File: src/hw/rtl/gbs_ram.sv
// Generic single-write, single-read memory with registered read data.
// Stand-alone; no package needed.
module gbs_ram #(
  parameter int WIDTH = 8,
  parameter int DEPTH = 16
) (
  input  logic                     clk,
  input  logic                     we,
  input  logic [$clog2(DEPTH)-1:0] waddr,
  input  logic [WIDTH-1:0]         wdata,
  input  logic [$clog2(DEPTH)-1:0] raddr,
  output logic [WIDTH-1:0]         rdata
);

  logic [WIDTH-1:0] mem [DEPTH];
  logic [WIDTH-1:0] rdata_r;

  // Write port and registered read port.
  always_ff @(posedge clk) begin
    if (we) begin
      mem[waddr] <= wdata;
    end
    rdata_r <= mem[raddr];
  end

  assign rdata = rdata_r;

endmodule

File: config.mk
export PLATFORM = sky130hd
export DESIGN_NAME = gbs_ram
export DESIGN_NICKNAME = d
export VERILOG_FILES = /design/src/hw/rtl/gbs_ram.sv
export SDC_FILE = /design/constraint.sdc
export NUM_CORES = 1
export LEC_CHECK = 0
export ABC_AREA = 0
export BUFFER_PORTS_ARGS = -buffer_cell sky130_fd_sc_hd__buf_4
export CORE_ASPECT_RATIO = 0.8
export CORE_UTILIZATION = 60
export CTS_CLUSTER_DIAMETER = 60
export DETAILED_ROUTE_END_ITERATION = 7
export GPL_ROUTABILITY_DRIVEN = 0
export PLACE_DENSITY = 0.78
export SLEW_MARGIN = 20
export SYNTH_ARGS = -nofsm -noshare
export SYNTH_HDL_FRONTEND = slang
export SYNTH_SLANG_ARGS = --single-unit
File: constraint.sdc
create_clock -name clk -period 2.23 [get_ports clk]
set_input_delay 0.3345 -clock clk [delete_from_list [all_inputs] [get_ports clk]]
set_output_delay 0.3345 -clock clk [all_outputs]
set_load 0.05 [all_outputs]
==> results summary <==
The combinational group share of total power is 5.5%. The vertical extent of the die came out at 84.8 um. The netlist uses 19 different library cells. The total die area is 0.00896 mm^2. Dividing the synthesized area by the synthesized cell count gives roughly 22 um^2. The via count of the first global-routing pass came out at 2,520. The count of flip-flops with a built-in enable after synthesis is roughly 130.

The root buffer cell chosen for the clock tree is sky130_fd_sc_hd__clkbuf_8. Global routing consumed, over all layers together, 24.5% of the routing resources. For the finished layout, the period the worst path requires is 1.41 ns. The first-pass GRT wire length is 14,800 um. The power density over the cells is 996 mW/mm^2. In this run the worst path has a maximum fanout of 1. The worst hold path belongs to the class input pin to flop. The compound-cell area share of the yosys netlist came out at 2.33%. The layout-stage area growth over the synthesis result is 19.7%.

The number of iterations in the first detailed-routing pass came out at 5. Headroom to the max-slew limit came out at 49.8%. Along the worst hold path, the cell count comes to 1. The terminus of the critical flop-to-flop path is rdata[0].

Based on the critical path, the design can be clocked at up to a little over 0.7 GHz. The initial antenna violation count came out at 0. The clock skew after layout came out at 0.00667 ns. After synthesis, the largest family of logic cells by area is multiplexers. The number of antenna cells inserted came out at 0.

In this run, CTS created clock tree buffers numbering 17. The largest vdd supply drop is approximately 0.67 mV. The worst setup path is launched from a flop. The pin count of the biggest net entering global routing came out at 33. The latest clock arrival within the worst-skew pair came out at roughly 0.5 ns. The most used flip-flop cell after synthesis is sky130_fd_sc_hd__edfxtp_1. In the post-synthesis netlist, the cell with the most instances is sky130_fd_sc_hd__edfxtp_1. In this run the horizontal extent of the chip is 106 um. The clock-pin slew on the worst setup and hold paths came out at 0.06 ns.

The number of rows in the core area came out at 29. The count of hold-fix buffers inserted at cts is 0. The placed wire-length estimate after detailed placement is around 5900 um.

The number of instances in the synthesized netlist came out at 229. The yosys synthesis warning count came out at 0. The largest buffer count on any clock path is 2. The run finished with clean final reports. Of all flip-flops after synthesis, the portion carrying an async set or reset was 0%. The slew at the pin with the worst max-slew slack came out at 0.751 ns. The count of maximum capacitance violations came out at 0. The slack of the critical path is 0.820 ns. The share of the yosys chip area belonging to registers came out at 77.8%. The fraction of final layout cells with drive strength greater than 1 is 32.0%. Summed over all cells, the static leakage comes to 0.00212 uW. The number of buffer cells added on primary ports came out at 25.

Ranked by instance count, the synthesized netlist is headed by sky130_fd_sc_hd__edfxtp_1 (128), sky130_fd_sc_hd__mux4_2 (18), sky130_fd_sc_hd__a22oi_1 (16). The area fraction in and, or, nand and nor cells after synthesis is under 10%. Timing analysis after detailed placement gives a worst setup slack of 0.352 ns. Setup violations remaining at the end of the flow were counted as 0. Of all cell types, the one taking the most synthesized area is sky130_fd_sc_hd__edfxtp_1. For this run, design rule violations remaining after detail routing come to 0. The number of register bits inferred by synthesis came out at ~140.

Setup repair after global routing left no endpoint under its margin. The switching share of power is 21.3%. The number of gates resized after CTS was 0. The internal power is 4830 uW. The arrival time at the worst endpoint came out at 1.80 ns. The number of filler instances in the final layout came out at 454. For the worst setup path, the data required time is 2.62 ns.

The detail-routed via count per cell is 6.14. The detailed router finished its first iteration with 190 violations. After detailed routing, the average wire length per cell comes to about 24 um. The critical path is of the flop to flop type.

The wire length after detailed routing is 9720 um. By area the synthesized netlist is led by sky130_fd_sc_hd__edfxtp_1 (75%), sky130_fd_sc_hd__mux4_2 (7.9%), sky130_fd_sc_hd__mux4_1 (7.1%). The clock sink count is approximately 140. CTS built an H-tree with a depth of 4.

The sequential share of power is 46.8%. The total congestion overflow after global routing is 0. In this run the most critical hold path is launched from wdata[4]. The number of cells on the worst reg-to-reg path is 3.

The clock network is responsible for roughly 48% of the overall power. The post-synth net total came out at 247. In the final timing run, aggregate negative setup slack is 0 ns. In this run the biggest area consumer among cell types represents between 70% and 80% of the synthesized area. The final period utilization is 63.2%. For this design the top-level I/O count stands at 26. The post-synthesis share of cell area spent on xor and xnor gates came out at 0%. The worst register-to-register path begins at mem[5][0].

Summed over all nets, the switching power comes to 1310 uW. The element type at the critical path end is a flop. The overall via count from detail_route came out at roughly 2,500. The standard cell core area came out at 0.00813 mm^2. The portion of netlist area occupied by mux cells came out at 15.0%.

The total standard cell area after synthesis is 0.00515 mm^2. The count of nets left with antenna violations once routing finished came out at 0. The TritonCTS clock tree is built. The number of max-slew violations in the final report is 0. The final-report hold violation count is 0. The register-to-register path setup slack came out at 0.82 ns. The endpoint of the worst hold-timing path is mem[7][4]. Once the floorplan was initialized, standard cells occupied between 60 and 70% of the core. The number of buffers inserted by post-CTS setup repair came out at 0. The synthesized netlist devotes 0% of its cell area to adder and majority cells. The number of nets in the layout came out at 299.
[per-layer routing]
metal	global-route usage [%]	vias up	wire length (um)
met5	0	-	0
met4	8.96	0	76
met3	7.37	7	930
met2	35.8	134	4620
met1	36.0	1252	4080
li1	-	1076	-
[cell usage in the layout (no fill, tap or decap)]
cell type	instances
sky130_fd_sc_hd__and2_1	1
sky130_fd_sc_hd__nand3b_1	2
sky130_fd_sc_hd__dfxtp_1	8
sky130_fd_sc_hd__clkinv_2	1
sky130_fd_sc_hd__buf_4	42
sky130_fd_sc_hd__nand2_1	9
sky130_fd_sc_hd__clkbuf_16	16
sky130_fd_sc_hd__mux4_1	14
sky130_fd_sc_hd__clkbuf_8	1
sky130_fd_sc_hd__nand3_1	1
sky130_fd_sc_hd__and2b_1	1
sky130_fd_sc_hd__buf_12	1
sky130_fd_sc_hd__nand2b_1	2
sky130_fd_sc_hd__mux4_2	18
sky130_fd_sc_hd__inv_8	1
sky130_fd_sc_hd__or3b_2	1
sky130_fd_sc_hd__clkinv_4	5
sky130_fd_sc_hd__nor3_1	4
sky130_fd_sc_hd__nor2_1	13
sky130_fd_sc_hd__bufinv_16	4
sky130_fd_sc_hd__inv_6	4
sky130_fd_sc_hd__nor2b_1	1
sky130_fd_sc_hd__a22oi_1	16
sky130_fd_sc_hd__edfxtp_1	128
[final cells by class]
| class | count | area (um^2) | area share (%) |
|---|---|---|---|
| clock buffer | 17 | 414 | 6.72 |
| timing repair buffer | 43 | 335 | 5.44 |
| tap | 108 | 135 | 2.19 |
| clock inverter | 15 | 215 | 3.49 |
| multi-input combinational | 83 | 1060 | 17.2 |
| sequential | 136 | 4000 | 65.0 |
[stage by stage]
stage	hold slack, ns	instance area [um^2]	util, %	instances	total power [uW]
floorplan	0.433	5150	-	229	3130
detailed placement	0.653	5530	68.1	370	3260
CTS	0.105	6160	75.8	402	6180
global placement	0.633	5530	68.1	370	3250
global route	0.121	6160	75.8	402	6300
finish	0.126	6160	75.8	402	6140
[power groups by stage]
stage                     combinational, uW  clock [uW]  sequential, uW
after global routing                    360        3060            2880
after CTS                               340        2970            2870
after detailed placement                337           0            2930
final                                   337        2930            2870
after global placement                  327           0            2920
after floorplan                         145           0            2980
[sequential cells by signal, summed over array words and instances, names as in the netlist]
register  cells
rdata         8
mem         128
[how the worst max path moves through the flow]
stage,start,endpoint,slack (ns),cells after the start
finish,mem[5][0],rdata[0],0.82,3
global route,mem[4][0],rdata[0],0.71,3
CTS,rdata[1],rdata[1],0.81,1
detailed placement,raddr[0],rdata[5],0.35,5
global placement,raddr[0],rdata[1],0.41,5
floorplan,waddr[2],mem[0][0],0.40,2
[logic make-up (layout without fill, tap and decap cells)]
family                 count (synthesis)  after routing
AOI/OAI and AO/OA                     16             16
buffers and inverters                 10             75
DFF                                  136            136
muxes                                 32             32
and+or+nand+nor                       35             35
[critical path: stages, from the launching register on]
cell and delay, ns:
sky130_fd_sc_hd__edfxtp_1 0.37, sky130_fd_sc_hd__mux4_1 0.57, sky130_fd_sc_hd__a22oi_1 0.24, sky130_fd_sc_hd__nand2_1 0.11
Power figures use the tool's default switching activity.
