==> config.mk <==
export PLATFORM = sky130hd
export DESIGN_NAME = gbs_front
export DESIGN_NICKNAME = d
export VERILOG_FILES = /design/src/hw/rtl/gbs_pkg.sv /design/src/hw/rtl/gbs_front.sv
export SDC_FILE = /design/constraint.sdc
export NUM_CORES = 1
export LEC_CHECK = 0
export ABC_AREA = 0
export BUFFER_PORTS_ARGS = -buffer_cell sky130_fd_sc_hd__buf_4
export CAP_MARGIN = 20
export CORE_UTILIZATION = 45
export CTS_CLUSTER_DIAMETER = 40
export DETAILED_ROUTE_END_ITERATION = 8
export PLACE_DENSITY = 0.71
export SYNTH_ARGS = -nofsm -noshare
export SYNTH_HDL_FRONTEND = slang
export SYNTH_SLANG_ARGS = --single-unit
==> constraint.sdc <==
create_clock -name clk -period 9.5 [get_ports clk]
set_clock_uncertainty 0.05 [all_clocks]
set_input_delay 0.475 -clock clk [delete_from_list [all_inputs] [get_ports clk]]
set_output_delay 0.475 -clock clk [all_outputs]
set_load 0.02 [all_outputs]
==> src/hw/rtl/gbs_pkg.sv <==
// Shared types, widths and register codes for the best-split search core.
// Used by every module of the core but gbs_ram; it depends on nothing else.
package gbs_pkg;

  // Field and datapath widths.
  localparam int SUM_W        = 48;  // column sums of gradients and hessians
  localparam int SQ_W         = 96;  // squared gradient sum, also divider dividend
  localparam int DEN_W        = 50;  // doubled hessian sum plus lambda
  localparam int CNT_W        = 17;  // sample count, holds the largest column size
  localparam int LAMBDA_W     = 31;
  localparam int MIN_SIDE_W   = 11;
  localparam int CFG_W        = 31;
  localparam int GAIN_W       = 64;
  localparam int WEIGHT_W     = 32;

  localparam int DEF_MAX_SAMPLES = 1024;

  localparam logic [LAMBDA_W-1:0]   LAMBDA_RESET   = 31'd65536;
  localparam logic [MIN_SIDE_W-1:0] MIN_SIDE_RESET = 11'd2;

  localparam logic [GAIN_W-1:0] GAIN_MIN = {1'b1, {(GAIN_W-1){1'b0}}};
  localparam logic [GAIN_W-1:0] GAIN_MAX = {1'b0, {(GAIN_W-1){1'b1}}};

  // Configuration register indexes.
  localparam logic CFG_IDX_LAMBDA   = 1'b0;
  localparam logic CFG_IDX_MIN_SIDE = 1'b1;

  // One input beat.
  typedef struct packed {
    logic signed [31:0] feature_value;
    logic signed [31:0] gradient;
    logic [30:0]        hessian;
    logic [7:0]         feature_id;
    logic               column_end;
    logic               node_end;
  } item_t;

  // One result beat.
  typedef struct packed {
    logic               split_found;
    logic [7:0]         split_feature;
    logic signed [31:0] best_value;
    logic signed [63:0] split_gain;
    logic signed [31:0] left_weight;
    logic signed [31:0] right_weight;
    logic signed [31:0] leaf_weight;
  } result_t;

  // One stored sample.
  typedef struct packed {
    logic [31:0] value;
    logic [31:0] grad;
    logic [30:0] hess;
  } sample_t;

  // Finished column handed from the loader to the scanner.
  typedef struct packed {
    logic [CNT_W-1:0]        count;
    logic signed [SUM_W-1:0] total_grad;
    logic [SUM_W-1:0]        total_hess;
    logic [7:0]              feature;
    logic                    node_end;
  } col_desc_t;

endpackage

==> src/hw/rtl/gbs_front.sv <==
// Loader: accepts sample beats, writes them to the sample memory and keeps column sums.
// Hands each finished column to the scanner through a one-entry queue. Uses gbs_pkg.
module gbs_front #(
  parameter int MAX_SAMPLES = gbs_pkg::DEF_MAX_SAMPLES
) (
  input  logic                           clk,
  input  logic                           rst_n,
  input  logic                           start,
  input  gbs_pkg::item_t                 in_item,
  input  logic                           back_busy,
  input  logic                           desc_ack,
  output logic                           busy,
  output logic                           ram_we,
  output logic [$clog2(MAX_SAMPLES)-1:0] ram_waddr,
  output gbs_pkg::sample_t               ram_wdata,
  output logic                           desc_valid,
  output gbs_pkg::col_desc_t             desc
);

  localparam int AW = $clog2(MAX_SAMPLES);

  logic [gbs_pkg::CNT_W-1:0]        count_r;
  logic signed [gbs_pkg::SUM_W-1:0] tg_r;
  logic [gbs_pkg::SUM_W-1:0]        th_r;
  logic                             desc_valid_r;
  gbs_pkg::col_desc_t               desc_r;

  logic                             accept;
  logic                             store;
  logic [gbs_pkg::CNT_W-1:0]        count_nxt;
  logic signed [gbs_pkg::SUM_W-1:0] tg_nxt;
  logic [gbs_pkg::SUM_W-1:0]        th_nxt;

  // The scanner reads the memory, so no beat is taken while a column is pending or being scanned.
  assign busy   = desc_valid_r | back_busy;
  assign accept = start & ~busy;
  assign store  = count_r < gbs_pkg::CNT_W'(MAX_SAMPLES);

  // Samples beyond the memory depth are dropped from storage and sums.
  always_comb begin
    count_nxt = count_r;
    tg_nxt    = tg_r;
    th_nxt    = th_r;
    if (store) begin
      count_nxt = count_r + gbs_pkg::CNT_W'(1);
      tg_nxt    = tg_r + {{(gbs_pkg::SUM_W-32){in_item.gradient[31]}}, in_item.gradient};
      th_nxt    = th_r + {{(gbs_pkg::SUM_W-31){1'b0}}, in_item.hessian};
    end
  end

  assign ram_we              = accept & store;
  assign ram_waddr           = count_r[AW-1:0];
  assign ram_wdata.value     = in_item.feature_value;
  assign ram_wdata.grad      = in_item.gradient;
  assign ram_wdata.hess      = in_item.hessian;

  // Column sums and the hand-off queue.
  always_ff @(posedge clk) begin
    if (!rst_n) begin
      count_r      <= '0;
      tg_r         <= '0;
      th_r         <= '0;
      desc_valid_r <= 1'b0;
    end else begin
      if (desc_ack) begin
        desc_valid_r <= 1'b0;
      end
      if (accept) begin
        if (in_item.column_end | in_item.node_end) begin
          desc_r.count      <= count_nxt;
          desc_r.total_grad <= tg_nxt;
          desc_r.total_hess <= th_nxt;
          desc_r.feature    <= in_item.feature_id;
          desc_r.node_end   <= in_item.node_end;
          desc_valid_r      <= 1'b1;
          count_r           <= '0;
          tg_r              <= '0;
          th_r              <= '0;
        end else begin
          count_r <= count_nxt;
          tg_r    <= tg_nxt;
          th_r    <= th_nxt;
        end
      end
    end
  end

  assign desc_valid = desc_valid_r;
  assign desc       = desc_r;

endmodule

==> flow_metrics.py <==
metrics = {
    "sta": {
        "period_minus_slack_ns": 3.890,
        "fmax_ghz": 0.2571,
        "finalSetupViolations": 0,
        "worst_pin_slew_ns": 1.029,
        "max-slew-margin-rel_pct": 31.39,
        "rsz0062_at_grt": "no",
        "finalHoldViolations": 0,
        "tns_ns": 0,
        "post-route-period-util_pct": 40.94,
        "drv_slew": 0,
    },
    "clock_network": {
        "cts_made_buffers": 37,
        "cts_root_buf": "clkbuf_16",
        "path_clk_slew_ns": 0.06,
        "h-tree-depth": 2,
        "cts.sinks": 236,
        "cts_hold_buf": 0,
        "clk_latency_ns": 0.51,
        "ctsLongestPathBuffers": 3,
        "postCtsSetupBuffers": 0,
        "cts_resized": 0,
        "cts_tree": "done",
    },
    "synth": {
        "synth_edf_count": 122,
        "ys_seq_area_share_pct": 42.49,
        "synth_nets": 1664,
        "synth.avg_cell_area_sq_um": 9.500,
        "ys_warn_count": 0,
        "synth.distinct_cells": 77,
        "synthArstFlopShare_pct": 0,
        "synth_top_area_share_pct": 26.18,
        "ys.flop_type": "edfxtp_1",
        "synth_largest_area_cell": "edfxtp_1",
        "synth_area_leaders": "edfxtp_1, dfxtp_1, ha_1, nand2_1, buf_4",
        "synth_area_sq_um": 13990,
        "ys_ff_latch": 236,
        "syn_inst": 1473,
    },
    "placed_design": {
        "hpwl_um": 26030,
        "io_buffer_count": 275,
        "place_congestion": 0.9091,
    },
    "detailed_routing": {
        "route.detailed.wl_per_inst_um": 18.01,
        "drt_wl_total_um": 36800,
        "ant_nets": 0,
        "dr.pass1.iters": 5,
        "first_iter_violations": 708,
        "vias_per_cell": 5.525,
        "num_vias": 11294,
        "remaining_drc_errors": 0,
    },
    "worst_setup_path": {
        "critPathMaxFanout": 12,
        "endpoint": "th_r[40]",
        "reg2regPathDepth": 14,
        "slowest_stage": "or4_1",
        "crit_arrival_ns": 4.27,
        "crit_start": "th_r[0]",
        "r2r-end": "th_r[40]",
        "crit_chain": "ha_1 -> inv_1 -> fa_1 -> nor2b_1 -> o21ai_1 -> a21boi_1 -> o21a_1 -> o21ai_1 -> a211oi_1 -> o21ai_0 -> a21oi_1 -> a21oi_1 -> or4_1 -> o211ai_1",
        "r2r_start": "th_r[0]",
        "worst-r2r-setup-slack_ns": 5.61,
        "critPathRequiredTime_ns": 9.88,
        "worst_setup_path_start_kind": "flip-flop",
        "crit_path_max_incr_delay_ns": 0.60,
        "critPathCaptureType": "flip-flop",
        "crit_type": "flip-flop to flip-flop",
    },
    "cells_and_area": {
        "syn2layout_area_growth_pct": 21.10,
        "layout.nets": 1810,
        "mostFrequentLayoutCells": "buf_4, nand2_1, edfxtp_1",
        "final.fill_count": 2676,
        "layout_commonest_cell": "buf_4",
        "drive_above_1_share_pct": 24.09,
        "n_antenna_cell": 0,
    },
    "grt": {
        "grtUsageTotal_pct": 22.76,
        "grt_pass1_wl_um": 56780,
        "first_global_vias": 10869,
        "grt_max_degree": 123,
        "antenna_found_initial": 0,
        "grt_overflow": 0,
    },
    "die": {
        "top_level_ports": 340,
        "dieArea_sq_um": 31810,
        "start_util_pct": 45.75,
        "core-area_sq_um": 30590,
        "die_w_um": 178.3,
        "die_h_um": 178.3,
        "rows": 64,
    },
    "power": {
        "power.density_nw_per_um2": 170.5,
        "power_uw": 2889,
        "power_leakage_uw": 0.007279,
        "ir_drop_mv": 0.1552,
    },
    "job": {
        "maxCapViolations": 0,
    },
    "hold_path": {
        "hold_path_class": "input port to flip-flop",
        "hp-start": "desc_ack",
        "min_path_cells": 2,
    },
    "outcome": {
        "outcome": "complete, no violations",
    },
}
-- registers in the layout (all words and copies together), names as in the netlist --
register and cells:
desc 122, tg_r 48, desc_valid 1, th_r 48, count_r 17
-- synthesized netlist by cell type, types with 3 or more instances --
master / number
buf_4: 105
a21oi_1: 75
ha_1: 79
o211ai_1: 8
nand3_1: 21
clkbuf_1: 58
nor2_1: 57
or3_1: 6
o21bai_1: 12
and2_1: 10
xnor2_1: 55
nand2_1: 218
a211oi_1: 5
dfxtp_1: 114
edfxtp_1: 122
o31ai_1: 8
nor2b_1: 62
nand4_1: 14
a21o_1: 49
nand2b_1: 9
a22o_1: 38
mux2i_1: 3
a41oi_1: 6
o22ai_1: 3
and3_1: 18
nor4_1: 4
mux2_2: 15
nor3_1: 15
o21ai_0: 85
o21a_1: 8
inv_1: 25
and2_2: 3
buf_1: 6
xor2_1: 42
buf_2: 5
a22oi_1: 43
o21ai_1: 5
a221oi_2: 3
a31oi_1: 10
-- where the power goes --
| part | total (uW) | switching, uW | internal, uW |
|---|---|---|---|
| Combinational | 318 | 190 | 129 |
| Sequential | 1110 | 10.9 | 1100 |
| Clock | 1460 | 522 | 938 |
-- worst min path at each step --
stage                  to
2_1_floorplan    tg_r[23]
3_3_place_gp    desc[118]
3_5_place_dp    desc[118]
4_1_cts        desc_valid
5_1_grt        desc_valid
6_report       desc_valid
-- cell families after synthesis --
family                   synth area share, %
AND/OR/NAND/NOR                        15.50
AO/OA/AOI/OAI                          18.60
flip-flops                             42.49
buffers and inverters                  8.459
XOR/XNOR                               6.071
adder cells (fa/ha/maj)                7.350
multiplexers                           1.529
-- critical path, delay by kind of cell (launching register included) --
family / cells / cell delay [ns]
simple gates: 2 / 0.73
buf+inv: 1 / 0.05
fa+ha+maj: 2 / 0.59
compound gates: 9 / 2.04
flops: 1 / 0.36
-- cell type report --
type,count,area [sq um],share of cell area (%)
multi-input combinational,1035,6892,40.67
sequential,236,5946,35.09
timing repair buffer,284,2165,12.77
clock buffer,41,993.5,5.862
tap,396,495.5,2.924
clock inverter,27,361.6,2.134
inverter,25,93.84,0.5537
-- per-stage QoR --
stage                     cells  util [%]  worst slack, ns  area [sq um]  hold WS, ns
final                      2044     55.40            5.610         16950      0.09400
after global routing       2044     55.40            5.324         16950      0.07824
after CTS                  2043     55.31            5.676         16920      0.07413
after detailed placement   1975     50.88            5.518         15560       0.3877
after global placement     1975     50.88            5.557         15560       0.3812
after floorplan            1473         -            2.671         13990       0.4006
-- routing by layer --
metal	vias up	track usage [%]	routed length, um
li1	5509	-	-
met1	5274	29.82	16110
met2	428	36.50	16480
met3	83	4.923	2926
met4	0	8.898	1291
met5	-	0	0
No activity file was read; power rests on OpenSTA's default activity.
