$ cat src/hw/rtl/gbs_pkg.sv
// Shared types, widths and register codes for the best-split search core.
// Used by every module of the core but gbs_ram; it depends on nothing else.
package gbs_pkg;

  // Field and datapath widths.
  localparam int SUM_W        = 48;  // column sums of gradients and hessians
  localparam int SQ_W         = 96;  // squared gradient sum, also divider dividend
  localparam int DEN_W        = 50;  // doubled hessian sum plus lambda
  localparam int CNT_W        = 17;  // sample count, holds the largest column size
  localparam int LAMBDA_W     = 31;
  localparam int MIN_SIDE_W   = 11;
  localparam int CFG_W        = 31;
  localparam int GAIN_W       = 64;
  localparam int WEIGHT_W     = 32;

  localparam int DEF_MAX_SAMPLES = 1024;

  localparam logic [LAMBDA_W-1:0]   LAMBDA_RESET   = 31'd65536;
  localparam logic [MIN_SIDE_W-1:0] MIN_SIDE_RESET = 11'd2;

  localparam logic [GAIN_W-1:0] GAIN_MIN = {1'b1, {(GAIN_W-1){1'b0}}};
  localparam logic [GAIN_W-1:0] GAIN_MAX = {1'b0, {(GAIN_W-1){1'b1}}};

  // Configuration register indexes.
  localparam logic CFG_IDX_LAMBDA   = 1'b0;
  localparam logic CFG_IDX_MIN_SIDE = 1'b1;

  // One input beat.
  typedef struct packed {
    logic signed [31:0] feature_value;
    logic signed [31:0] gradient;
    logic [30:0]        hessian;
    logic [7:0]         feature_id;
    logic               column_end;
    logic               node_end;
  } item_t;

  // One result beat.
  typedef struct packed {
    logic               split_found;
    logic [7:0]         split_feature;
    logic signed [31:0] best_value;
    logic signed [63:0] split_gain;
    logic signed [31:0] left_weight;
    logic signed [31:0] right_weight;
    logic signed [31:0] leaf_weight;
  } result_t;

  // One stored sample.
  typedef struct packed {
    logic [31:0] value;
    logic [31:0] grad;
    logic [30:0] hess;
  } sample_t;

  // Finished column handed from the loader to the scanner.
  typedef struct packed {
    logic [CNT_W-1:0]        count;
    logic signed [SUM_W-1:0] total_grad;
    logic [SUM_W-1:0]        total_hess;
    logic [7:0]              feature;
    logic                    node_end;
  } col_desc_t;

endpackage

$ cat src/hw/rtl/gbs_arith.sv
// Shared multi-cycle unit for split scores g*g/(2*(h+lambda)) and weights -g*65536/(h+lambda).
// Serial shift-add squarer, used for scores only, followed by a restoring divider, one bit per cycle. Uses gbs_pkg.
module gbs_arith (
  input  logic                                clk,
  input  logic                                rst_n,
  input  logic                                go,
  input  logic                                is_weight,
  input  logic signed [gbs_pkg::SUM_W-1:0]    g,
  input  logic [gbs_pkg::SUM_W-1:0]           h,
  input  logic [gbs_pkg::LAMBDA_W-1:0]        lambda,
  output logic                                done,
  output logic [gbs_pkg::SQ_W-1:0]            score,
  output logic [gbs_pkg::WEIGHT_W-1:0]        weight
);

  localparam int SUM_W = gbs_pkg::SUM_W;
  localparam int SQ_W  = gbs_pkg::SQ_W;
  localparam int DEN_W = gbs_pkg::DEN_W;
  localparam int CW    = $clog2(SQ_W);

  typedef enum logic [2:0] {
    A_IDLE = 3'b001,
    A_MUL  = 3'b010,
    A_DIV  = 3'b100
  } arith_state_t;

  arith_state_t        state_r;
  logic [CW-1:0]       cnt_r;
  logic [SQ_W-1:0]     acc_r;
  logic [SQ_W-1:0]     a_r;
  logic [SUM_W-1:0]    b_r;
  logic [DEN_W-1:0]    den_r;
  logic [DEN_W-1:0]    rem_r;
  logic                pos_r;
  logic                done_r;

  logic [SUM_W:0]      d_sum;
  logic [SUM_W-1:0]    mag;
  logic [DEN_W:0]      r_sh;
  logic [DEN_W:0]      r_sub;
  logic                ge;

  assign d_sum = {1'b0, h} + {{(SUM_W+1-gbs_pkg::LAMBDA_W){1'b0}}, lambda};
  assign mag   = g[SUM_W-1] ? (~g + SUM_W'(1)) : g;

  // One restoring division step.
  assign r_sh  = {rem_r, acc_r[SQ_W-1]};
  assign ge    = r_sh >= {1'b0, den_r};
  assign r_sub = r_sh - {1'b0, den_r};

  always_ff @(posedge clk) begin
    if (!rst_n) begin
      state_r <= A_IDLE;
      done_r  <= 1'b0;
    end else begin
      done_r <= 1'b0;
      unique case (state_r)
        A_IDLE: begin
          if (go) begin
            pos_r <= ~g[SUM_W-1] & (g != '0);
            rem_r <= '0;
            if (d_sum == '0) begin
              // A zero denominator gives zero.
              acc_r  <= '0;
              done_r <= 1'b1;
            end else if (is_weight) begin
              acc_r   <= {{(SQ_W-SUM_W-16){1'b0}}, mag, 16'd0};
              den_r   <= DEN_W'(d_sum);
              cnt_r   <= CW'(SQ_W-1);
              state_r <= A_DIV;
            end else begin
              acc_r   <= '0;
              a_r     <= {{(SQ_W-SUM_W){1'b0}}, mag};
              b_r     <= mag;
              den_r   <= {d_sum, 1'b0};
              cnt_r   <= CW'(SUM_W-1);
              state_r <= A_MUL;
            end
          end
        end
        A_MUL: begin
          if (b_r[0]) begin
            acc_r <= acc_r + a_r;
          end
          a_r <= {a_r[SQ_W-2:0], 1'b0};
          b_r <= {1'b0, b_r[SUM_W-1:1]};
          if (cnt_r == '0) begin
            cnt_r   <= CW'(SQ_W-1);
            state_r <= A_DIV;
          end else begin
            cnt_r <= cnt_r - CW'(1);
          end
        end
        A_DIV: begin
          rem_r <= ge ? r_sub[DEN_W-1:0] : r_sh[DEN_W-1:0];
          acc_r <= {acc_r[SQ_W-2:0], ge};
          cnt_r <= cnt_r - CW'(1);
          if (cnt_r == '0) begin
            done_r  <= 1'b1;
            state_r <= A_IDLE;
          end
        end
        default: state_r <= A_IDLE;
      endcase
    end
  end

  // Weight is the negated quotient, saturated to 32 bits.
  always_comb begin
    if (pos_r) begin
      if (acc_r > SQ_W'(32'h8000_0000)) begin
        weight = 32'h8000_0000;
      end else begin
        weight = 32'd0 - acc_r[31:0];
      end
    end else if (acc_r > SQ_W'(32'h7FFF_FFFF)) begin
      weight = 32'h7FFF_FFFF;
    end else begin
      weight = acc_r[31:0];
    end
  end

  assign score = acc_r;
  assign done  = done_r;

endmodule

$ cat src/hw/rtl/gbs_back.sv
// Scanner: walks a stored column, scores each eligible cut and keeps the best split.
// Emits the node result. Instantiates gbs_arith; uses gbs_pkg.
module gbs_back #(
  parameter int MAX_SAMPLES = gbs_pkg::DEF_MAX_SAMPLES
) (
  input  logic                               clk,
  input  logic                               rst_n,
  input  logic                               desc_valid,
  input  gbs_pkg::col_desc_t                 desc,
  input  gbs_pkg::sample_t                   rd_data,
  input  logic [gbs_pkg::LAMBDA_W-1:0]       lambda,
  input  logic [gbs_pkg::MIN_SIDE_W-1:0]     min_side,
  output logic                               desc_ack,
  output logic [$clog2(MAX_SAMPLES)-1:0]     rd_addr,
  output logic                               busy,
  output logic                               out_valid,
  output gbs_pkg::result_t                   out_result
);

  localparam int AW    = $clog2(MAX_SAMPLES);
  localparam int SUM_W = gbs_pkg::SUM_W;
  localparam int SQ_W  = gbs_pkg::SQ_W;
  localparam int CNT_W = gbs_pkg::CNT_W;

  typedef enum logic [11:0] {
    B_IDLE  = 12'b0000_0000_0001,
    B_PAR   = 12'b0000_0000_0010,
    B_FETCH = 12'b0000_0000_0100,
    B_EXAM  = 12'b0000_0000_1000,
    B_SCL   = 12'b0000_0001_0000,
    B_SCR   = 12'b0000_0010_0000,
    B_GAIN  = 12'b0000_0100_0000,
    B_CMP   = 12'b0000_1000_0000,
    B_WL    = 12'b0001_0000_0000,
    B_WR    = 12'b0010_0000_0000,
    B_NEXT  = 12'b0100_0000_0000,
    B_FIN   = 12'b1000_0000_0000
  } back_state_t;

  back_state_t               state_r;
  logic                      leaf_r;
  gbs_pkg::col_desc_t        desc_r;
  logic [CNT_W-1:0]          k_r;
  logic signed [SUM_W-1:0]   gl_r;
  logic [SUM_W-1:0]          hl_r;
  logic signed [SUM_W-1:0]   gr_r;
  logic [SUM_W-1:0]          hr_r;
  logic [31:0]               prev_r;
  gbs_pkg::sample_t          cur_r;
  logic [SQ_W-1:0]           parent_r;
  logic [SQ_W-1:0]           sl_r;
  logic [SQ_W-1:0]           sr_r;
  logic [63:0]               cand_r;
  logic [31:0]               wl_r;
  logic [63:0]               max_gain_r;
  logic [7:0]                best_feat_r;
  logic [31:0]               best_val_r;
  logic [31:0]               best_l_r;
  logic [31:0]               best_rt_r;
  logic                      found_r;
  logic                      out_valid_r;
  gbs_pkg::result_t          out_r;

  // Operand registers of the shared arithmetic unit.
  logic                      ar_go_r;
  logic                      ar_wt_r;
  logic signed [SUM_W-1:0]   ar_g_r;
  logic [SUM_W-1:0]          ar_h_r;
  logic                      ar_done;
  logic [SQ_W-1:0]           ar_score;
  logic [31:0]               ar_weight;

  logic [gbs_pkg::MIN_SIDE_W-1:0] need;
  logic                      eligible;
  logic [SQ_W+1:0]           gain_sum;
  logic                      gain_fits;
  logic [63:0]               gain_sat;
  logic                      split;

  gbs_arith u_arith (
    .clk       (clk),
    .rst_n     (rst_n),
    .go        (ar_go_r),
    .is_weight (ar_wt_r),
    .g         (ar_g_r),
    .h         (ar_h_r),
    .lambda    (lambda),
    .done      (ar_done),
    .score     (ar_score),
    .weight    (ar_weight)
  );

  assign rd_addr  = k_r[AW-1:0];
  assign desc_ack = (state_r == B_IDLE) & desc_valid;
  assign busy     = (state_r != B_IDLE);

  // A cut needs distinct neighbor values and enough samples on both sides.
  assign need     = (min_side == '0) ? gbs_pkg::MIN_SIDE_W'(1) : min_side;
  assign eligible = (k_r != '0) && (prev_r != rd_data.value) &&
                    (k_r >= CNT_W'(need)) && ((desc_r.count - k_r) >= CNT_W'(need));

  // Gain is left plus right minus parent, saturated to 64 bits.
  assign gain_sum  = {2'b00, sl_r} + {2'b00, sr_r} - {2'b00, parent_r};
  assign gain_fits = (&gain_sum[SQ_W+1:63]) | ~(|gain_sum[SQ_W+1:63]);
  assign gain_sat  = gain_fits ? gain_sum[63:0] :
                     (gain_sum[SQ_W+1] ? gbs_pkg::GAIN_MIN : gbs_pkg::GAIN_MAX);

  assign split = found_r & ($signed(max_gain_r) > 64'sd0);

  always_ff @(posedge clk) begin
    if (!rst_n) begin
      state_r     <= B_IDLE;
      ar_go_r     <= 1'b0;
      out_valid_r <= 1'b0;
      max_gain_r  <= gbs_pkg::GAIN_MIN;
      best_feat_r <= '0;
      best_val_r  <= '0;
      best_l_r    <= '0;
      best_rt_r   <= '0;
      found_r     <= 1'b0;
      leaf_r      <= 1'b0;
    end else begin
      ar_go_r     <= 1'b0;
      out_valid_r <= 1'b0;
      unique case (state_r)
        // Take a column and start its parent score.
        B_IDLE: begin
          if (desc_valid) begin
            desc_r  <= desc;
            k_r     <= '0;
            gl_r    <= '0;
            hl_r    <= '0;
            ar_go_r <= 1'b1;
            ar_wt_r <= 1'b0;
            ar_g_r  <= desc.total_grad;
            ar_h_r  <= desc.total_hess;
            state_r <= B_PAR;
          end
        end
        B_PAR: begin
          if (ar_done) begin
            parent_r <= ar_score;
            state_r  <= (desc_r.count < CNT_W'(2)) ? B_FIN : B_FETCH;
          end
        end
        // Memory read of sample k is in flight.
        B_FETCH: state_r <= B_EXAM;
        B_EXAM: begin
          cur_r <= rd_data;
          gr_r  <= desc_r.total_grad - gl_r;
          hr_r  <= desc_r.total_hess - hl_r;
          if (eligible) begin
            ar_go_r <= 1'b1;
            ar_wt_r <= 1'b0;
            ar_g_r  <= gl_r;
            ar_h_r  <= hl_r;
            state_r <= B_SCL;
          end else begin
            state_r <= B_NEXT;
          end
        end
        B_SCL: begin
          if (ar_done) begin
            sl_r    <= ar_score;
            ar_go_r <= 1'b1;
            ar_wt_r <= 1'b0;
            ar_g_r  <= gr_r;
            ar_h_r  <= hr_r;
            state_r <= B_SCR;
          end
        end
        B_SCR: begin
          if (ar_done) begin
            sr_r    <= ar_score;
            state_r <= B_GAIN;
          end
        end
        B_GAIN: begin
          cand_r  <= gain_sat;
          state_r <= B_CMP;
        end
        // A strictly better cut needs its child weights.
        B_CMP: begin
          if ($signed(cand_r) > $signed(max_gain_r)) begin
            ar_go_r <= 1'b1;
            ar_wt_r <= 1'b1;
            ar_g_r  <= gl_r;
            ar_h_r  <= hl_r;
            state_r <= B_WL;
          end else begin
            state_r <= B_NEXT;
          end
        end
        B_WL: begin
          if (ar_done) begin
            wl_r    <= ar_weight;
            ar_go_r <= 1'b1;
            ar_wt_r <= 1'b1;
            ar_g_r  <= gr_r;
            ar_h_r  <= hr_r;
            state_r <= B_WR;
          end
        end
        B_WR: begin
          if (ar_done) begin
            max_gain_r  <= cand_r;
            best_feat_r <= desc_r.feature;
            best_val_r  <= prev_r;
            best_l_r    <= wl_r;
            best_rt_r   <= ar_weight;
            found_r     <= 1'b1;
            state_r     <= B_NEXT;
          end
        end
        // Fold sample k into the left side and move on.
        B_NEXT: begin
          gl_r   <= gl_r + {{(SUM_W-32){cur_r.grad[31]}}, cur_r.grad};
          hl_r   <= hl_r + {{(SUM_W-31){1'b0}}, cur_r.hess};
          prev_r <= cur_r.value;
          if (k_r == desc_r.count - CNT_W'(1)) begin
            state_r <= B_FIN;
          end else begin
            k_r     <= k_r + CNT_W'(1);
            state_r <= B_FETCH;
          end
        end
        // Column done; at node end emit the split or compute the leaf weight first.
        B_FIN: begin
          if (!desc_r.node_end) begin
            state_r <= B_IDLE;
          end else if (split || (leaf_r && ar_done)) begin
            out_r.split_found   <= split;
            out_r.split_feature <= split ? best_feat_r : 8'd0;
            out_r.best_value    <= split ? best_val_r : 32'd0;
            out_r.split_gain    <= split ? max_gain_r : 64'd0;
            out_r.left_weight   <= split ? best_l_r : 32'd0;
            out_r.right_weight  <= split ? best_rt_r : 32'd0;
            out_r.leaf_weight   <= split ? 32'd0 : ar_weight;
            out_valid_r         <= 1'b1;
            leaf_r              <= 1'b0;
            max_gain_r          <= gbs_pkg::GAIN_MIN;
            best_feat_r         <= '0;
            best_val_r          <= '0;
            best_l_r            <= '0;
            best_rt_r           <= '0;
            found_r             <= 1'b0;
            state_r             <= B_IDLE;
          end else if (!leaf_r) begin
            leaf_r  <= 1'b1;
            ar_go_r <= 1'b1;
            ar_wt_r <= 1'b1;
            ar_g_r  <= desc_r.total_grad;
            ar_h_r  <= desc_r.total_hess;
          end
        end
        default: state_r <= B_IDLE;
      endcase
    end
  end

  assign out_valid  = out_valid_r;
  assign out_result = out_r;

endmodule

$ cat config.mk
export PLATFORM = sky130hd
export DESIGN_NAME = gbs_back
export DESIGN_NICKNAME = d
export VERILOG_FILES = /design/src/hw/rtl/gbs_pkg.sv /design/src/hw/rtl/gbs_arith.sv /design/src/hw/rtl/gbs_back.sv
export SDC_FILE = /design/constraint.sdc
export NUM_CORES = 2
export LEC_CHECK = 0
export BUFFER_PORTS_ARGS = -buffer_cell sky130_fd_sc_hd__buf_2
export CAP_MARGIN = 20
export CELL_PAD_IN_SITES_DETAIL_PLACEMENT = 2
export CELL_PAD_IN_SITES_GLOBAL_PLACEMENT = 2
export CORE_MARGIN = 5
export CORE_UTILIZATION = 41
export CTS_CLUSTER_SIZE = 25
export DETAILED_ROUTE_END_ITERATION = 10
export GPL_TIMING_DRIVEN = 1
export PLACE_DENSITY_LB_ADDON = 0.15
export SYNTH_ARGS = -nofsm -noshare
export SYNTH_HDL_FRONTEND = slang
export SYNTH_SLANG_ARGS = --single-unit
$ cat constraint.sdc
create_clock -name clk -period 29.9 [get_ports clk]
set_clock_uncertainty 0.2 [all_clocks]
set_input_delay 0 -clock clk [delete_from_list [all_inputs] [get_ports clk]]
set_output_delay 0 -clock clk [all_outputs]
set_load 0.03 [all_outputs]
==> out/qor.json <==
{
  "outcome": {
    "run_status": "complete, no violations"
  },
  "grt": {
    "globalRouteOverflowTotal": 0,
    "via_count_of_the_first_global_routing_pass": 87120,
    "grt_use_met2": 0.516,
    "grt_start_max_net_pins": 200,
    "gr-usage-met1": 0.388,
    "global_route.peak_usage_layer": "met2",
    "grt_pass1_wl_um": 561000,
    "use_met3": 0.0391,
    "global_route.usage.total": 0.295,
    "antenna_found_initial": 23
  },
  "clock_network": {
    "cts_setup_buffers": 0,
    "clockRootBuffer": "clkbuf_16",
    "post_cts_resized": 0,
    "clock_latency_ps": 920,
    "cts_tree": "done",
    "clock_path_buffers": 3,
    "numCtsBuffers": 192,
    "htree_levels": 4,
    "clkTransAtPathRegs_ps": 60,
    "cts.hold.buffers_added": 488,
    "clock_sink_count": 1676
  },
  "detailed_routing": {
    "dr.first_iter.drc_count": 6042,
    "drc": 0,
    "detailroute.via_count": 79470,
    "via_density_per_instance": 5.92,
    "wirelength_um": 374000,
    "antenna_violating_nets_post_route": 0,
    "number_of_search_and_repair_iterations_in_the_first_detailed_routing_pass": 9,
    "routed_length_per_placed_instance_um": 27.8
  },
  "sta": {
    "final.min_clock_period_ps": 7510,
    "finalSetupViolCount": 0,
    "worst_pin_slew_ps": 1140,
    "maxSlewViolCount": 0,
    "max-slew-margin-rel": 0.227,
    "report.final.hold_viol_count": 0,
    "timing.final.crit_share": 0.251,
    "fin_tns_setup_ps": 0,
    "maximum_clock_frequency_mhz": 133,
    "grt_setup_unrepaired": "no"
  },
  "finish": {
    "final_cell_area_um2": 114000,
    "layout-drive-gt1-share": 0.0960,
    "layout.filler_cells": 23730,
    "syn2layout_area_growth_pct": 17.5,
    "area.sequential_um2": 48400,
    "most_common_library_cell_in_the_layout_ignoring_fill_and_taps": "edfxtp_1",
    "nNetsFinal": 11034,
    "layout_common_cells": "edfxtp_1, a21oi_1, inv_1",
    "multiInputGateArea_um2": 43800
  },
  "hold_path": {
    "min-delay-start": "desc[51]",
    "hold_path_endpoint": "ar_h_r[42]",
    "min_path_type": "in -> reg",
    "whs_path_depth": 4
  },
  "pwr": {
    "vdd_ir_drop_max_v": 0.0000663,
    "p_switching_uw": 1680,
    "switching_share_of_power": 0.281,
    "combPwrFrac": 0.138,
    "internal_power_uw": 4310,
    "power.density_cell_area_nw_per_um2": 52.7,
    "power_leakage_uw": 0.0437,
    "clkPwrFrac": 0.410,
    "power_frac_seq": 0.452,
    "report.power.total_uw": 5990
  },
  "run": {
    "max-cap-violations": 0
  },
  "floorplan": {
    "horizontal_die_dimension_um": 496,
    "floorplan.initialDensity": 0.412,
    "top_level_ports": 476,
    "fp.coreArea_um2": 235000,
    "die_h_um": 496,
    "rows": 178,
    "design.die.area_um2": 246000
  },
  "logic_synthesis": {
    "synth.net_count": 10200,
    "yosys_warnings": 0,
    "synth-edff-count": 1488,
    "combined_area_of_all_synthesized_cells_um2": 96700,
    "synthArstFlopShare": 0,
    "synth.yosys.seq_area_share": 0.501,
    "post_synth.cell_area_avg_um2": 10.4,
    "synthCells": 9281,
    "synth_largest_area_cell": "edfxtp_1",
    "ys_ff_latch": 1676,
    "synth_ff_type": "edfxtp_1",
    "netlist-cell-type-count": 116,
    "post_synth_main_area_contributors": "edfxtp_1, ha_1, a21oi_1",
    "post-synth-top-area-fraction": 0.462
  },
  "setup_path": {
    "crit_fanout": 62,
    "worst-setup-path-type": "reg -> reg",
    "worst_r2r_endpoint": "cand_r[40]",
    "worstPathArrival_ps": 7880,
    "worstReg2RegStart": "parent_r[47]",
    "worst-r2r-setup-slack_ps": 22390,
    "worst_ep_required_time_ps": 30270,
    "worstRegToRegCells": 18,
    "worst_setup_path_end_kind": "register",
    "critPathLaunchType": "register"
  },
  "placement": {
    "placedInstanceArea_um2": 102000,
    "half_perimeter_wire_length_after_detailed_placement_um": 250000,
    "port_buffers": 475,
    "gp_congestion": 0.874
  }
}
==> cells by family (layout without fill, tap and decap cells) <==
family,Yosys count,in the layout,synth area share
AOI/OAI and AO/OA,2448,2448,0.162
adders and majority gates,657,657,0.0931
xor gates and xnor gates,550,550,0.0498
DFF,1676,1676,0.501
other,1,10,0.0000388
muxes,95,95,0.0100
buffers and inverters,1208,2203,0.0485
and+or+nand+nor,2646,2646,0.135
==> state kept, by name, summed over array words and instances, names as in the netlist, 48 cells and up <==
name / cells
cur_r: 95
cand_r: 64
gr_r: 48
ar_h_r: 48
sr_r: 96
desc_r: 122
u_arith.a_r: 96
hl_r: 48
max_gain_r: 64
u_arith.b_r: 48
sl_r: 96
u_arith.den_r: 50
hr_r: 48
ar_g_r: 48
parent_r: 96
u_arith.rem_r: 50
gl_r: 48
u_arith.score: 96
out_result: 201
==> metrics by stage <==
stage          instances  utilization  hold slack (ps)  worst slack, ps
2_1_floorplan       9281            -             -101             7460
3_3_place_gp       12576        0.435            -23.8            22430
3_5_place_dp       12578        0.435            -21.7            22350
4_1_cts            13421        0.483             1.50            22240
5_1_grt            13430        0.484             36.1            22120
6_report           13435        0.484             68.4            22390
==> how the worst max path moves through the flow <==
stage / from / end / slack, ps / cells after the start
final: parent_r[47] / cand_r[40] / 22390 / 18
after global routing: parent_r[51] / cand_r[40] / 22120 / 18
after CTS: parent_r[47] / cand_r[40] / 22240 / 18
after detailed placement: parent_r[47] / cand_r[0] / 22350 / 18
after global placement: parent_r[47] / cand_r[7] / 22430 / 18
after floorplan: state_r[2] / out_result[0] / 7460 / 8
==> cell usage after synthesis (all sizes together), types with 44 or more instances <==
cell / count
fa: 104
nand2b: 79
o21ai: 471
nor2: 646
or3: 59
clkbuf: 343
a21o: 294
nand3: 256
o31ai: 44
and2: 202
o21bai: 73
ha: 553
xnor2: 323
o21a: 167
nor2b: 93
nor4: 88
xor2: 227
a21oi: 833
edfxtp: 1488
a22oi: 74
inv: 791
buf: 73
nor3: 131
mux2i: 80
nand2: 689
dfxtp: 188
a31oi: 61
a211oi: 49
and3: 104
nand4: 167
a222oi: 96
==> power groups by stage <==
stage | registers (uW) | clock network [uW] | logic, uW
2_1_floorplan | 2730 | 0 | 499
3_3_place_gp | 2750 | 0 | 699
6_report | 2710 | 2450 | 829
5_1_grt | 2710 | 2600 | 894
4_1_cts | 2710 | 2460 | 802
3_5_place_dp | 2750 | 0 | 734
==> worst max-delay path, stage by stage, from the launching register on <==
cell and delay, ps:
edfxtp_1 410, fa_1 560, inv_1 60, ha_1 430
a21oi_1 410, o21ai_0 280, a21oi_1 390, nand4_1 250
a211oi_1 480, nor2_1 270, a211o_1 310, a211oi_1 610
nand3_1 140, nor2_1 140, nand3_1 100, or4_1 570
o31ai_4 360, buf_4 810, mux2_2 410
==> per-layer routing <==
metal | wire length [um] | part of all wire
met5 | 62 | 0.00017
met1 | 161000 | 0.43
met2 | 184000 | 0.49
met4 | 9330 | 0.025
met3 | 19400 | 0.052
==> cell type report <==
cell class | count | share of cell area
diodes | 9 | 0.000198
clock buffers | 243 | 0.0450
clock inverters | 112 | 0.0115
inverters | 792 | 0.0262
multi-input cells | 6397 | 0.385
flip-flops and latches | 1676 | 0.426
well taps | 3150 | 0.0347
repair buffers | 1056 | 0.0711
(Power assumes the default switching activity.)
